--- config.mk ---
export PLATFORM = sky130hd
export DESIGN_NAME = rpn_ctrl
export DESIGN_NICKNAME = d
export VERILOG_FILES = /design/src/sv/rpn_pkg.sv /design/src/sv/rpn_ctrl.sv
export SDC_FILE = /design/constraint.sdc
export NUM_CORES = 1
export LEC_CHECK = 0
export CELL_PAD_IN_SITES_DETAIL_PLACEMENT = 1
export CELL_PAD_IN_SITES_GLOBAL_PLACEMENT = 1
export CORE_MARGIN = 2
export CORE_UTILIZATION = 34
export CTS_CLUSTER_DIAMETER = 120
export DETAILED_ROUTE_END_ITERATION = 6
export DONT_BUFFER_PORTS = 1
export HOLD_SLACK_MARGIN = 0.15
export PLACE_DENSITY_LB_ADDON = 0.1
export SLEW_MARGIN = 10
export SYNTH_ARGS = -nofsm -noshare
export SYNTH_HDL_FRONTEND = slang
export SYNTH_SLANG_ARGS = --single-unit
--- constraint.sdc ---
create_clock -name i_clk -period 3.3 [get_ports i_clk]
set_clock_uncertainty 0.05 [all_clocks]
set_input_delay 0.33 -clock i_clk [delete_from_list [all_inputs] [get_ports i_clk]]
set_output_delay 0.33 -clock i_clk [all_outputs]
set_load 0.03 [all_outputs]
--- src/sv/rpn_pkg.sv ---
// Shared types, opcodes, status codes and arithmetic helpers for the RPN evaluator.
// No dependencies; the evaluator, datapath and controller refer to this package by scoped names.
package rpn_pkg;

    localparam int PROGRAM_DEPTH_DEF = 64;
    localparam int STACK_DEPTH_DEF   = 32;
    localparam int CORDIC_STEPS      = 30;
    localparam int DIV_STEPS         = 48;
    localparam int CNT_W             = 6;

    localparam logic [3:0] OP_PUSHX = 4'd0;
    localparam logic [3:0] OP_PUSHC = 4'd1;
    localparam logic [3:0] OP_ADD   = 4'd2;
    localparam logic [3:0] OP_SUB   = 4'd3;
    localparam logic [3:0] OP_MUL   = 4'd4;
    localparam logic [3:0] OP_DIV   = 4'd5;
    localparam logic [3:0] OP_SIN   = 4'd6;
    localparam logic [3:0] OP_COS   = 4'd7;
    localparam logic [3:0] OP_STOP  = 4'd8;

    localparam logic [2:0] ST_OK     = 3'd0;
    localparam logic [2:0] ST_SAT    = 3'd1;
    localparam logic [2:0] ST_DIVZ   = 3'd2;
    localparam logic [2:0] ST_FAULT  = 3'd3;
    localparam logic [2:0] ST_NOSTOP = 3'd4;

    localparam logic CMD_LOAD = 1'b0;
    localparam logic CMD_EVAL = 1'b1;

    localparam logic [1:0] CFG_X_ORIGIN  = 2'd0;
    localparam logic [1:0] CFG_X_SPACING = 2'd1;

    localparam logic [31:0]        X_SPACING_RESET = 32'h0001_0000;
    localparam logic signed [33:0] CORDIC_GAIN     = 34'sd652032874;
    localparam logic [31:0]        HALF_PI_Q30     = 32'd1686629713;
    localparam logic [45:0]        TURNS_PER_Q16   = 46'd44798133900177;

    typedef struct packed {
        logic               command;
        logic [5:0]         slot;
        logic [3:0]         opcode;
        logic signed [31:0] literal;
        logic [11:0]        sample_index;
    } t_in;

    typedef struct packed {
        logic signed [31:0] y_value;
        logic [2:0]         status;
    } t_out;

    typedef struct packed {
        logic        hit;
        logic [31:0] val;
    } t_sat;

    // Controller to datapath commands
    typedef struct packed {
        logic       load;
        logic       start;
        logic       x_mul;
        logic       x_add;
        logic       pc_inc;
        logic       push;
        logic       push_x;
        logic       pop;
        logic       bin_add;
        logic       bin_sub;
        logic       bin_mul;
        logic       bin_div;
        logic       mul_fin;
        logic       div_step;
        logic       div_fin;
        logic       ang1;
        logic       ang2;
        logic       ang3;
        logic       ang4;
        logic       cord_step;
        logic       cord_fin;
        logic       sel_sin;
        logic [4:0] iter;
        logic       fin;
        logic [2:0] fin_kind;
    } t_cmd;

    // Datapath to controller status
    typedef struct packed {
        logic [3:0] op;
        logic       lvl_lt1;
        logic       lvl_lt2;
        logic       lvl_full;
        logic       pc_end;
        logic       top_zero;
        logic       out_free;
    } t_stat;

    function automatic logic [65:0] sx66(input logic [31:0] v);
        sx66 = {{34{v[31]}}, v};
    endfunction

    // Clamp to signed 32 bits
    function automatic t_sat sat32(input logic signed [65:0] v);
        t_sat r;
        r.hit = 1'b0;
        r.val = v[31:0];
        if (v > 66'sd2147483647) begin
            r.hit = 1'b1;
            r.val = 32'h7FFF_FFFF;
        end else if (v < -66'sd2147483648) begin
            r.hit = 1'b1;
            r.val = 32'h8000_0000;
        end
        sat32 = r;
    endfunction

    // Arctangent of 2^-i in Q2.30
    function automatic logic signed [33:0] atan_q30(input logic [4:0] i);
        case (i)
            5'd0:  atan_q30 = 34'sd843314857;
            5'd1:  atan_q30 = 34'sd497837829;
            5'd2:  atan_q30 = 34'sd263043837;
            5'd3:  atan_q30 = 34'sd133525159;
            5'd4:  atan_q30 = 34'sd67021687;
            5'd5:  atan_q30 = 34'sd33543516;
            5'd6:  atan_q30 = 34'sd16775851;
            5'd7:  atan_q30 = 34'sd8388437;
            5'd8:  atan_q30 = 34'sd4194283;
            5'd9:  atan_q30 = 34'sd2097149;
            5'd10: atan_q30 = 34'sd1048576;
            5'd11: atan_q30 = 34'sd524288;
            5'd12: atan_q30 = 34'sd262144;
            5'd13: atan_q30 = 34'sd131072;
            5'd14: atan_q30 = 34'sd65536;
            5'd15: atan_q30 = 34'sd32768;
            5'd16: atan_q30 = 34'sd16384;
            5'd17: atan_q30 = 34'sd8192;
            5'd18: atan_q30 = 34'sd4096;
            5'd19: atan_q30 = 34'sd2048;
            5'd20: atan_q30 = 34'sd1024;
            5'd21: atan_q30 = 34'sd512;
            5'd22: atan_q30 = 34'sd256;
            5'd23: atan_q30 = 34'sd128;
            5'd24: atan_q30 = 34'sd64;
            5'd25: atan_q30 = 34'sd32;
            5'd26: atan_q30 = 34'sd16;
            5'd27: atan_q30 = 34'sd8;
            5'd28: atan_q30 = 34'sd4;
            5'd29: atan_q30 = 34'sd2;
            default: atan_q30 = 34'sd0;
        endcase
    endfunction

endpackage

--- src/sv/rpn_ctrl.sv ---
// Evaluator sequencer: fetches and decodes tokens and steps the multicycle units.
// Depends on rpn_pkg.
module rpn_ctrl (
    input  logic           i_clk,
    input  logic           i_rst_n,
    input  logic           i_in_valid,
    input  logic           i_command,
    output logic           o_in_stall,
    input  rpn_pkg::t_stat i_stat,
    output rpn_pkg::t_cmd  o_cmd
);

    typedef enum logic [15:0] {
        S_IDLE   = 16'h0001,
        S_XMUL   = 16'h0002,
        S_XADD   = 16'h0004,
        S_FETCH  = 16'h0008,
        S_DECODE = 16'h0010,
        S_BIN    = 16'h0020,
        S_MULF   = 16'h0040,
        S_DIV    = 16'h0080,
        S_DIVF   = 16'h0100,
        S_ANG1   = 16'h0200,
        S_ANG2   = 16'h0400,
        S_ANG3   = 16'h0800,
        S_ANG4   = 16'h1000,
        S_CORD   = 16'h2000,
        S_CORDF  = 16'h4000,
        S_DONE   = 16'h8000
    } t_state;

    t_state                    r_state, n_state;
    logic [rpn_pkg::CNT_W-1:0] r_cnt, n_cnt;
    logic [3:0]                r_op, n_op;
    logic [2:0]                r_kind, n_kind;

    always_ff @(posedge i_clk) begin
        if (!i_rst_n) begin
            r_state <= S_IDLE;
            r_cnt   <= '0;
            r_op    <= rpn_pkg::OP_PUSHX;
            r_kind  <= rpn_pkg::ST_OK;
        end else begin
            r_state <= n_state;
            r_cnt   <= n_cnt;
            r_op    <= n_op;
            r_kind  <= n_kind;
        end
    end

    assign o_in_stall = (r_state != S_IDLE);

    // Next state and commands
    always_comb begin
        n_state = r_state;
        n_cnt   = r_cnt;
        n_op    = r_op;
        n_kind  = r_kind;
        o_cmd   = '0;
        o_cmd.iter     = r_cnt[4:0];
        o_cmd.fin_kind = r_kind;
        o_cmd.sel_sin  = (r_op == rpn_pkg::OP_SIN);
        o_cmd.push_x   = (i_stat.op == rpn_pkg::OP_PUSHX);
        case (r_state)
            S_IDLE: begin
                if (i_in_valid) begin
                    if (i_command == rpn_pkg::CMD_EVAL) begin
                        o_cmd.start = 1'b1;
                        n_state     = S_XMUL;
                    end else begin
                        o_cmd.load = 1'b1;
                    end
                end
            end
            S_XMUL: begin
                o_cmd.x_mul = 1'b1;
                n_state     = S_XADD;
            end
            S_XADD: begin
                o_cmd.x_add = 1'b1;
                n_state     = S_FETCH;
            end
            S_FETCH: begin
                if (i_stat.pc_end) begin
                    n_kind  = rpn_pkg::ST_NOSTOP;
                    n_state = S_DONE;
                end else begin
                    n_state = S_DECODE;
                end
            end
            S_DECODE: begin
                n_op = i_stat.op;
                case (i_stat.op)
                    rpn_pkg::OP_PUSHX, rpn_pkg::OP_PUSHC: begin
                        if (i_stat.lvl_full) begin
                            n_kind  = rpn_pkg::ST_FAULT;
                            n_state = S_DONE;
                        end else begin
                            o_cmd.push   = 1'b1;
                            o_cmd.pc_inc = 1'b1;
                            n_state      = S_FETCH;
                        end
                    end
                    rpn_pkg::OP_ADD, rpn_pkg::OP_SUB, rpn_pkg::OP_MUL, rpn_pkg::OP_DIV: begin
                        if (i_stat.lvl_lt2) begin
                            n_kind  = rpn_pkg::ST_FAULT;
                            n_state = S_DONE;
                        end else begin
                            o_cmd.pop = 1'b1;
                            n_state   = S_BIN;
                        end
                    end
                    rpn_pkg::OP_SIN, rpn_pkg::OP_COS: begin
                        if (i_stat.lvl_lt1) begin
                            n_kind  = rpn_pkg::ST_FAULT;
                            n_state = S_DONE;
                        end else begin
                            n_state = S_ANG1;
                        end
                    end
                    rpn_pkg::OP_STOP: begin
                        n_kind  = i_stat.lvl_lt1 ? rpn_pkg::ST_FAULT : rpn_pkg::ST_OK;
                        n_state = S_DONE;
                    end
                    default: begin
                        o_cmd.pc_inc = 1'b1;
                        n_state      = S_FETCH;
                    end
                endcase
            end
            S_BIN: begin
                case (r_op)
                    rpn_pkg::OP_ADD: begin
                        o_cmd.bin_add = 1'b1;
                        o_cmd.pc_inc  = 1'b1;
                        n_state       = S_FETCH;
                    end
                    rpn_pkg::OP_SUB: begin
                        o_cmd.bin_sub = 1'b1;
                        o_cmd.pc_inc  = 1'b1;
                        n_state       = S_FETCH;
                    end
                    rpn_pkg::OP_MUL: begin
                        o_cmd.bin_mul = 1'b1;
                        n_state       = S_MULF;
                    end
                    default: begin
                        o_cmd.bin_div = 1'b1;
                        n_cnt         = '0;
                        if (i_stat.top_zero) begin
                            o_cmd.pc_inc = 1'b1;
                            n_state      = S_FETCH;
                        end else begin
                            n_state = S_DIV;
                        end
                    end
                endcase
            end
            S_MULF: begin
                o_cmd.mul_fin = 1'b1;
                o_cmd.pc_inc  = 1'b1;
                n_state       = S_FETCH;
            end
            S_DIV: begin
                o_cmd.div_step = 1'b1;
                n_cnt          = r_cnt + rpn_pkg::CNT_W'(1);
                if (r_cnt == rpn_pkg::CNT_W'(rpn_pkg::DIV_STEPS - 1)) begin
                    n_state = S_DIVF;
                end
            end
            S_DIVF: begin
                o_cmd.div_fin = 1'b1;
                o_cmd.pc_inc  = 1'b1;
                n_state       = S_FETCH;
            end
            S_ANG1: begin
                o_cmd.ang1 = 1'b1;
                n_state    = S_ANG2;
            end
            S_ANG2: begin
                o_cmd.ang2 = 1'b1;
                n_state    = S_ANG3;
            end
            S_ANG3: begin
                o_cmd.ang3 = 1'b1;
                n_state    = S_ANG4;
            end
            S_ANG4: begin
                o_cmd.ang4 = 1'b1;
                n_cnt      = '0;
                n_state    = S_CORD;
            end
            S_CORD: begin
                o_cmd.cord_step = 1'b1;
                n_cnt           = r_cnt + rpn_pkg::CNT_W'(1);
                if (r_cnt == rpn_pkg::CNT_W'(rpn_pkg::CORDIC_STEPS - 1)) begin
                    n_state = S_CORDF;
                end
            end
            S_CORDF: begin
                o_cmd.cord_fin = 1'b1;
                o_cmd.pc_inc   = 1'b1;
                n_state        = S_FETCH;
            end
            S_DONE: begin
                if (i_stat.out_free) begin
                    o_cmd.fin = 1'b1;
                    n_state   = S_IDLE;
                end
            end
            default: begin
                n_state = S_IDLE;
            end
        endcase
    end

endmodule
Word-level counts from Yosys, hierarchy flattened
Index checks and enable logic that the tools add are counted.

$mul: 0. $add $sub $neg: 1. Div/mod/pow operators: 0. Bitwise operators: 0. Muxes and demuxes: 54. Order comparisons: 0. Equal/unequal tests: 42. Reductions and logical operators: 15. Shifts and indexed selects: 0.

Operator list (number): 16-bit case mux with 13 select lines (1); 16-bit 2-to-1 mux (9); 16-bit case mux with 4 select lines (1); 16-bit case mux with 2 select lines (1); 1-bit 2-to-1 mux (25); 4-bit by 3-bit == test with 1-bit output (second input constant) (6); 6-bit case mux with 3 select lines (1); 16-bit by 1-bit == test with 1-bit output (second input constant) (1); 16-bit by 10-bit == test with 1-bit output (second input constant) (1); 16-bit by 11-bit == test with 1-bit output (second input constant) (1); 16-bit by 12-bit == test with 1-bit output (second input constant) (1); 16-bit by 13-bit == test with 1-bit output (second input constant) (1); 16-bit by 14-bit == test with 1-bit output (second input constant) (1); 16-bit by 15-bit == test with 1-bit output (second input constant) (1); 16-bit == test (second input constant) (1); 16-bit by 2-bit == test with 1-bit output (second input constant) (1); 16-bit by 3-bit == test with 1-bit output (second input constant) (1); 16-bit by 4-bit == test with 1-bit output (second input constant) (1); 16-bit by 5-bit == test with 1-bit output (second input constant) (1); 16-bit by 6-bit == test with 1-bit output (second input constant) (1); 16-bit by 7-bit == test with 1-bit output (second input constant) (1); 16-bit by 8-bit == test with 1-bit output (second input constant) (1); 16-bit by 9-bit == test with 1-bit output (second input constant) (1); 4-bit by 2-bit == test with 1-bit output (second input constant) (4); 28 further kinds (48).

Bits in registers: 29. Bits in latches: 0. Input port bits: 14. Memories: 0. RAM bits: 0. Output and inout bits: 32. Memory bits (read-only): 0.

Depth between registers and ports, before layout
Gate-level depths: netlist of the first run.

Depth after elaboration: 4. Depth in mapped cells: 8. Mapped depth without buffers: 6.

Worst setup path before layout of the first run
No wires, ideal clock.

Path kind: register -> output. Start: reg r_state[9]. End: out o_cmd[26] (netlist name). Buffers on the path: 2. Cell stages (with the launch flop): 6. Path slack: 363 ps. Arrival time: 2557 ps. Cell sequence: dfxtp_1 buf_6 or4_4 buf_6 nor4_1 a2111o_1.

RTL lines: from (decl) (RTL line rpn_ctrl.sv:32) `t_state r_state, n_state;`; from (signal assigned) (RTL line rpn_ctrl.sv:44) `r_state <= n_state;`; to (decl) (RTL line rpn_ctrl.sv:10) `output rpn_pkg::t_cmd o_cmd`.

==> results.md, run 1 <==
Run status:
- The flow ran to the end, and the final reports show no timing, DRC or antenna violations.

Final layout:
- The area growth from synthesis to layout is 3.73%.
- The area of the multi-input gates is 1240 um2.
- The number of inserted diodes is 0.
- The share of post-route cells with drive strength above 1 is 0.190.
- Fill cells in the final layout number 738.
- The area of all sequential standard cells is 561 um2.
- At the end of the flow, the number of nets in the layout was 244.
- The utilization of the core after routing is 0.359.

GRT:
- The initial antenna violation count is 0.
- The overall global routing resource usage is 0.178.
- The number of global-route vias before repair is 1777.
- The first global-routing pass estimated 9000 um of wire.
- The global-route congestion overflow total is 0.
- Entering global routing, the biggest net connects 16 pins.

Clocking:
- The later pin in the worst-skew pair is clocked with a latency of 0.27 ns.
- CTS built an H-tree with a depth of 1.
- The root buffer cell is clkbuf_8.
- The number of clock sinks seen by CTS is 28.
- The register clock-pin slew on the reported worst setup and hold paths is 0.10 ns.
- The number of clock buffers added by TritonCTS is 3.
- The clock passes through at most 2 buffers.
- Once the clock tree was built, the resizer swapped 0 gates to a different size.
- The clock tree from TritonCTS is done.

Synth:
- dfxtp_1 is the most common cell in the netlist.
- The commonest cells after synthesis are dfxtp_1, nor2_1, nor3_1, nand3_1, mux2i_1.
- The register bit count reported by yosys is 28.
- Counting every instance in the synthesized netlist gives 229.
- A synthesized cell averages 8.79 um2.
- Of the synthesized area, sequential elements account for 0.278.
- In the post-synthesis netlist, the biggest area contributors are dfxtp_1, mux2i_1, nor2_1, nor3_1, buf_6.
- The netlist uses 62 different library cells.
- The async set-reset flop share out of synthesis is 0.
- The largest total area in the synthesized netlist belongs to dfxtp_1.
- The area of the mapped netlist is 2010 um2.
- The share of the synthesized area in the top cell type is 0.278.
- The main flop type after synthesis is dfxtp_1.
- Counting flops with a built-in enable in the synthesized netlist gives 0.
- The number of nets handed over by synthesis was 245.
- The warning count from the yosys run is 0.

Routing:
- The routed layout has 1701 vias.
- After detailed routing, the number of remaining DRC violations is 0.
- The detail route stage leaves a number of antenna-violating nets equal to 0.
- The first-pass iteration count of the detailed router is 4.
- The total routed wirelength is 5700 um.
- In the final routed layout, each cell accounts on average for 18.9 um.
- The via count normalized by instance count is 5.65.
- The DRC marker count from the first detailed-route iteration is 37.

Floorplanning:
- The number of top-level design ports is 46.
- In this run the standard cell core region covers 5820 um2.
- In this run the horizontal extent of the chip is 81.0 um.
- The area of the die is 6550 um2.
- The number of rows created at floorplan is 28.
- The vertical extent of the die is 81.0 um.
- The initial core utilization is 0.346.

STA:
- Setup repair after global routing left no endpoint under its margin.
- The count of final setup violators is 0.
- After layout, the worst setup slack is 0.391 ns.
- The final worst-path cycle share is 0.882.
- The final number of hold-violating endpoints is 0.
- The count of pins over their slew limit is 0.
- For this run, the top clock speed supported by timing is 344 MHz.
- Adding up every negative setup slack in the final design gives 0 ns.
- The worst-case hold slack is 0.161 ns.
- The worst relative slew slack is 0.563.
- The worst-margin pin slew is 0.654 ns.
- The clock period minus final worst setup slack is 2.91 ns.

Flow run:
- Max-cap violations in this run came to 0.

Power:
- For this design the ratio of total power to cell area is 326 nW/um2.
- The analysis attributes to cell leakage a power of 0.822 nW.
- The total power is 0.681 mW.
- The maximum vdd drop is 0.141 mV.

Placement:
- The number of port buffers is 0.
- At the end of routability-driven placement, the weighted congestion stood at 0.806.
- The final HPWL from detailed placement is 4300 um.
- At the placement stage, the worst setup path has a slack of 0.703 ns.

Setup path:
- The sort of element at the start of the critical path is a flop.
- The type of the worst setup path is flop to primary output.
- The biggest fanout along the worst timing path is 10.
- Data on the critical path is required at its endpoint by 2.92 ns.
- Data on the critical path arrives at its endpoint at 2.53 ns.
- The element type at the critical path end is a primary output.

Min path:
- In this run the worst hold path is classified as input pin to flop.
[flip-flops by register name, summed over array words and instances, names as in the netlist]
name / flops
r_cnt: 6
r_kind: 2
r_op: 4
r_state: 16
[worst max-delay path, stage by stage (launching register included)]
cell and delay (ns):
dfxtp_1 0.36, or4_1 0.78, or4_4 0.59, nor3b_2 0.53
[logic make-up after synthesis]
| kind of cell | count (synthesis) | share of synthesized area |
|---|---|---|
| mux | 9 | 0.0448 |
| flops | 28 | 0.278 |
| simple gates | 131 | 0.442 |
| xor+xnor | 4 | 0.0174 |
| buf+inv | 29 | 0.112 |
| fa+ha+maj | 2 | 0.0124 |
| compound gates | 26 | 0.0932 |
[worst paths after layout]
kind	from	end	slack, ns	cells after the start
max reg2reg	r_state[4]$_SDFFE_PN0P_	r_state[12]$_SDFFE_PN0P_	0.71	4
max	r_state[4]$_SDFFE_PN0P_	o_cmd[13]	0.39	3
min reg2reg	r_cnt[5]$_SDFFE_PN0P_	r_cnt[5]$_SDFFE_PN0P_	0.46	2
min	i_rst_n	r_state[9]$_SDFFE_PN0P_	0.16	2
[metrics by stage]
| step | instance area (um2) | instances |
|---|---|---|
| floorplan | 2010 | 229 |
| CTS | 2080 | 300 |
| finish | 2090 | 301 |
| detailed placement | 2010 | 294 |
| global route | 2090 | 301 |
| global placement | 2010 | 294 |
[cell usage in the layout (no fill, tap or decap), types with 5 or more instances in the layout]
cell | synthesis | routed
nor2_1 | 18 | 18
nor3_1 | 13 | 13
dfxtp_1 | 28 | 28
buf_4 | 7 | 11
nand4b_1 | 6 | 6
inv_1 | 8 | 8
a21oi_1 | 7 | 7
nand4_1 | 7 | 7
nor2b_1 | 8 | 8
mux2i_1 | 9 | 9
nand3_1 | 10 | 10
nand2_1 | 8 | 8
nor4_1 | 7 | 5
nor3b_1 | 5 | 5
[area by class of cell]
class / count / share of cell area
clock buffers: 3 / 0.0198
inverters: 8 / 0.0144
multi-input cells: 172 / 0.594
flip-flops and latches: 28 / 0.268
well taps: 75 / 0.0449
repair buffers: 15 / 0.0587
[power by group]
group,switching [mW],total (mW),internal (mW)
sequential,0.0150,0.359,0.344
clock,0.108,0.190,0.0820
combinational,0.0792,0.133,0.0533
[per-layer routing]
layer  part of all wire  track usage
met2               0.49        0.312
met3              0.047       0.0422
met5                  0            0
met4              0.018       0.0525
met1               0.45        0.216
[timing repair]
action,CTS,global route
hold buffers,3,1
endpoints found under the hold margin,15,1
buffers inserted,0,0
No activity file was read; power rests on OpenSTA's default activity.
==> inputs of run 2 (changes only) <==
- CELL_PAD_IN_SITES_DETAIL_PLACEMENT: 1 -> not set
- CELL_PAD_IN_SITES_GLOBAL_PLACEMENT: 1 -> not set
- PLACE_DENSITY_LB_ADDON: 0.1 -> not set
==> results.md, run 2 (synthesis gave the netlist of run 1 again) <==
Routing:
- The DRC marker count from the first detailed-route iteration is 113 (+210%).
- The first-pass iteration count of the detailed router is 4 (unchanged).
- The number of design rule violations left after detail routing is 0 (unchanged).
- The average routed wire per standard cell is 16.1 um (-15%).
- The total routed wirelength is 4850 um (-15%).
- The count of antenna-violating nets left after detailed routing is 0 (unchanged).
- The via total after detailed routing came to 1700 (-0.059%).
- The via count normalized by instance count was 5.65 (about the same).

GRT:
- The initial antenna violation count is 0 (unchanged).
- The layer flagged by global routing as most heavily used is met2.
- The pin count of the biggest net entering global routing is 17 (+1).
- The met2 usage in global routing is 0.267 (-0.0455).
- The overall global routing resource usage was 0.154 (-0.0239).
- The number of global-route vias before repair came to 1580 (-11%).
- The global-route wire length before repair came to 8070 um (-10%).
- The met1 usage is 0.198 (-0.0183).
- The global-route congestion overflow total is 0 (unchanged).
- The met3 track demand over resource is 0.0433 (+0.00111).

Final layout:
- The share of post-route cells with drive strength above 1 is 0.186 (-0.00442).
- More flip-flops sit in one register than any other, and that register is r_state.
- In the layout the commonest cells are dfxtp_1, nor2_1, nor3_1, nand3_1.
- In the final layout, the registers with the most flip-flops are r_state x16, r_cnt x6, r_op x4.
- The number of flip-flops in the largest register is 16 (unchanged).
- The area of all sequential standard cells was 561 um2 (unchanged).
- From synthesis to final layout, the design area changed by 4.16%.
- The total of fill cells in the finished design is 638 (-14%).
- The most common cell after layout, fill and taps aside is dfxtp_1.
- The layout net count is 243 (-0.41%).
- The number of inserted diodes is 0 (unchanged).
- The area of the multi-input gates is 1240 um2 (unchanged).
- The utilization of the core after routing came to 0.361 (+0.00151).

Clocking:
- The number of buffers inserted during clock tree synthesis is 3 (unchanged).
- The buffer count from post-CTS setup fixing is 0 (unchanged).
- The number of clock sinks seen by CTS is 28 (unchanged).
- The register clock-pin slew on the reported worst setup and hold paths is 0.09 ns (about the same).
- The clock tree from TritonCTS is done.
- The root buffer cell is clkbuf_8.
- The number of H-tree levels is 1 (unchanged).
- The clock latency on the worst-skew pair came to 0.27 ns (about the same).
- The number of buffers on the longest clock path was 2 (unchanged).

Power:
- The total power divided by cell area came to 332 nW/um2 (+1.9%).
- The leakage power is 0.826 nW (+0.51%).
- The maximum vdd drop is 0.223 mV (+58%).
- The total power is 0.697 mW (+2.3%).

STA:
- The worst-margin pin slew is 0.736 ns (+0.0826 ns).
- The worst-case setup margin in the final layout was 0.359 ns (-0.0322 ns).
- The final worst-path cycle share was 0.891 (+0.00975).
- Setup repair after global routing left no endpoint under its margin.
- The setup TNS is 0 ns (unchanged).
- The count of final setup violators is 0 (unchanged).
- The worst relative slew slack is 0.506 (-0.0578).
- The clock period minus final worst setup slack is 2.94 ns (+0.0322 ns).
- The count of pins over their slew limit came to 0 (unchanged).
- The final number of hold-violating endpoints is 0 (unchanged).
- The maximum clock rate is 340 MHz (-1.1%).

Placement:
- The setup slack after placement was 0.651 ns (-0.0521 ns).
- The final weighted congestion in routability-driven placement is 0.816 (+1.2%).
- The number of port buffers was 0 (unchanged).
- The final HPWL from detailed placement came to 3540 um (-18%).

Setup path:
- The worst setup path is captured at a primary output.
- The biggest fanout along the worst timing path is 10 (unchanged).
- The worst endpoint data arrival time is 2.56 ns (+0.03 ns).
- The type of the worst setup path is flop to primary output.
- The sort of element at the start of the critical path is a flop.
- The required time of the critical path is 2.92 ns (about the same).

Min path:
- In this run the worst hold path is classified as input pin to flop.

Floorplanning:
- The die width was 81.0 um (unchanged).
- The core footprint was 5820 um2 (unchanged).
- The area of the die is 6550 um2 (unchanged).
- The vertical extent of the die is 81.0 um (unchanged).
- The number of top-level design ports is 46 (unchanged).
- The initial core utilization was 0.346 (unchanged).
- The number of rows created at floorplan is 28 (unchanged).

Run status:
- The run finished with clean final reports.

Flow run:
- The number of max-cap violations is 0 (unchanged).
[run 2: cell count changes in the layout (fill, tap and decap cells not counted), sizes merged]
| cell | previous run | this run |
|---|---|---|
| buf | 11 | 9 |
| dlygate4sd3 | 4 | 5 |
| clkbuf | 3 | 4 |
[run 2: metrics by stage]
step | cell area, um2 | std cells | hold slack [ns]
after global placement | 1990 | 292 | 0.361
after detailed placement | 1990 | 292 | 0.361
final | 2100 | 301 | 0.163
after floorplan | 2010 | 229 | 0.356
after CTS | 2090 | 300 | 0.156
after global routing | 2100 | 301 | 0.157
[run 2: timing repair]
action / in CTS / in global routing
resized for setup: 0 / 0
endpoints found under the hold margin: 14 / 3
hold buffers: 4 / 1
[run 2: layout make-up]
| class | count | share of cell area |
|---|---|---|
| inverters | 8 | 0.0143 |
| flip-flops and latches | 28 | 0.267 |
| multi-input cells | 172 | 0.591 |
| well taps | 75 | 0.0447 |
| repair buffers | 14 | 0.0561 |
| clock buffers | 4 | 0.0263 |
[run 2: worst max-delay path, stage by stage, from the launching register on]
cell,delay (ns)
dfxtp_1,0.36
or4_1,0.77
nor4b_2,0.61
nand2_1,0.11
nor2_1,0.44
[run 2: final timing paths]
| path | startpoint | to | slack (ns) | depth (start not counted) |
|---|---|---|---|---|
| worst min register to register | r_cnt[5]$_SDFFE_PN0P_ | r_cnt[5]$_SDFFE_PN0P_ | 0.46 | 2 |
| worst max register to register | r_state[12]$_SDFFE_PN0P_ | r_state[12]$_SDFFE_PN0P_ | 0.67 | 5 |
| worst min-delay path | i_rst_n | r_cnt[5]$_SDFFE_PN0P_ | 0.16 | 2 |
| worst max-delay path | r_state[4]$_SDFFE_PN0P_ | o_cmd[30] | 0.36 | 4 |
[run 2: power by group]
part	switching (mW)	leakage [nW]	internal (mW)	total (mW)
sequential	0.0154	0.226	0.344	0.359
clock	0.107	0.0288	0.107	0.214
combinational	0.0769	0.572	0.0476	0.124
[run 2: metal layers]
metal  part of all wire  routed length (um)
met1               0.43                2110
met2               0.50                2410
met3              0.064                 313
met4             0.0049                  24
met5                  0                   0
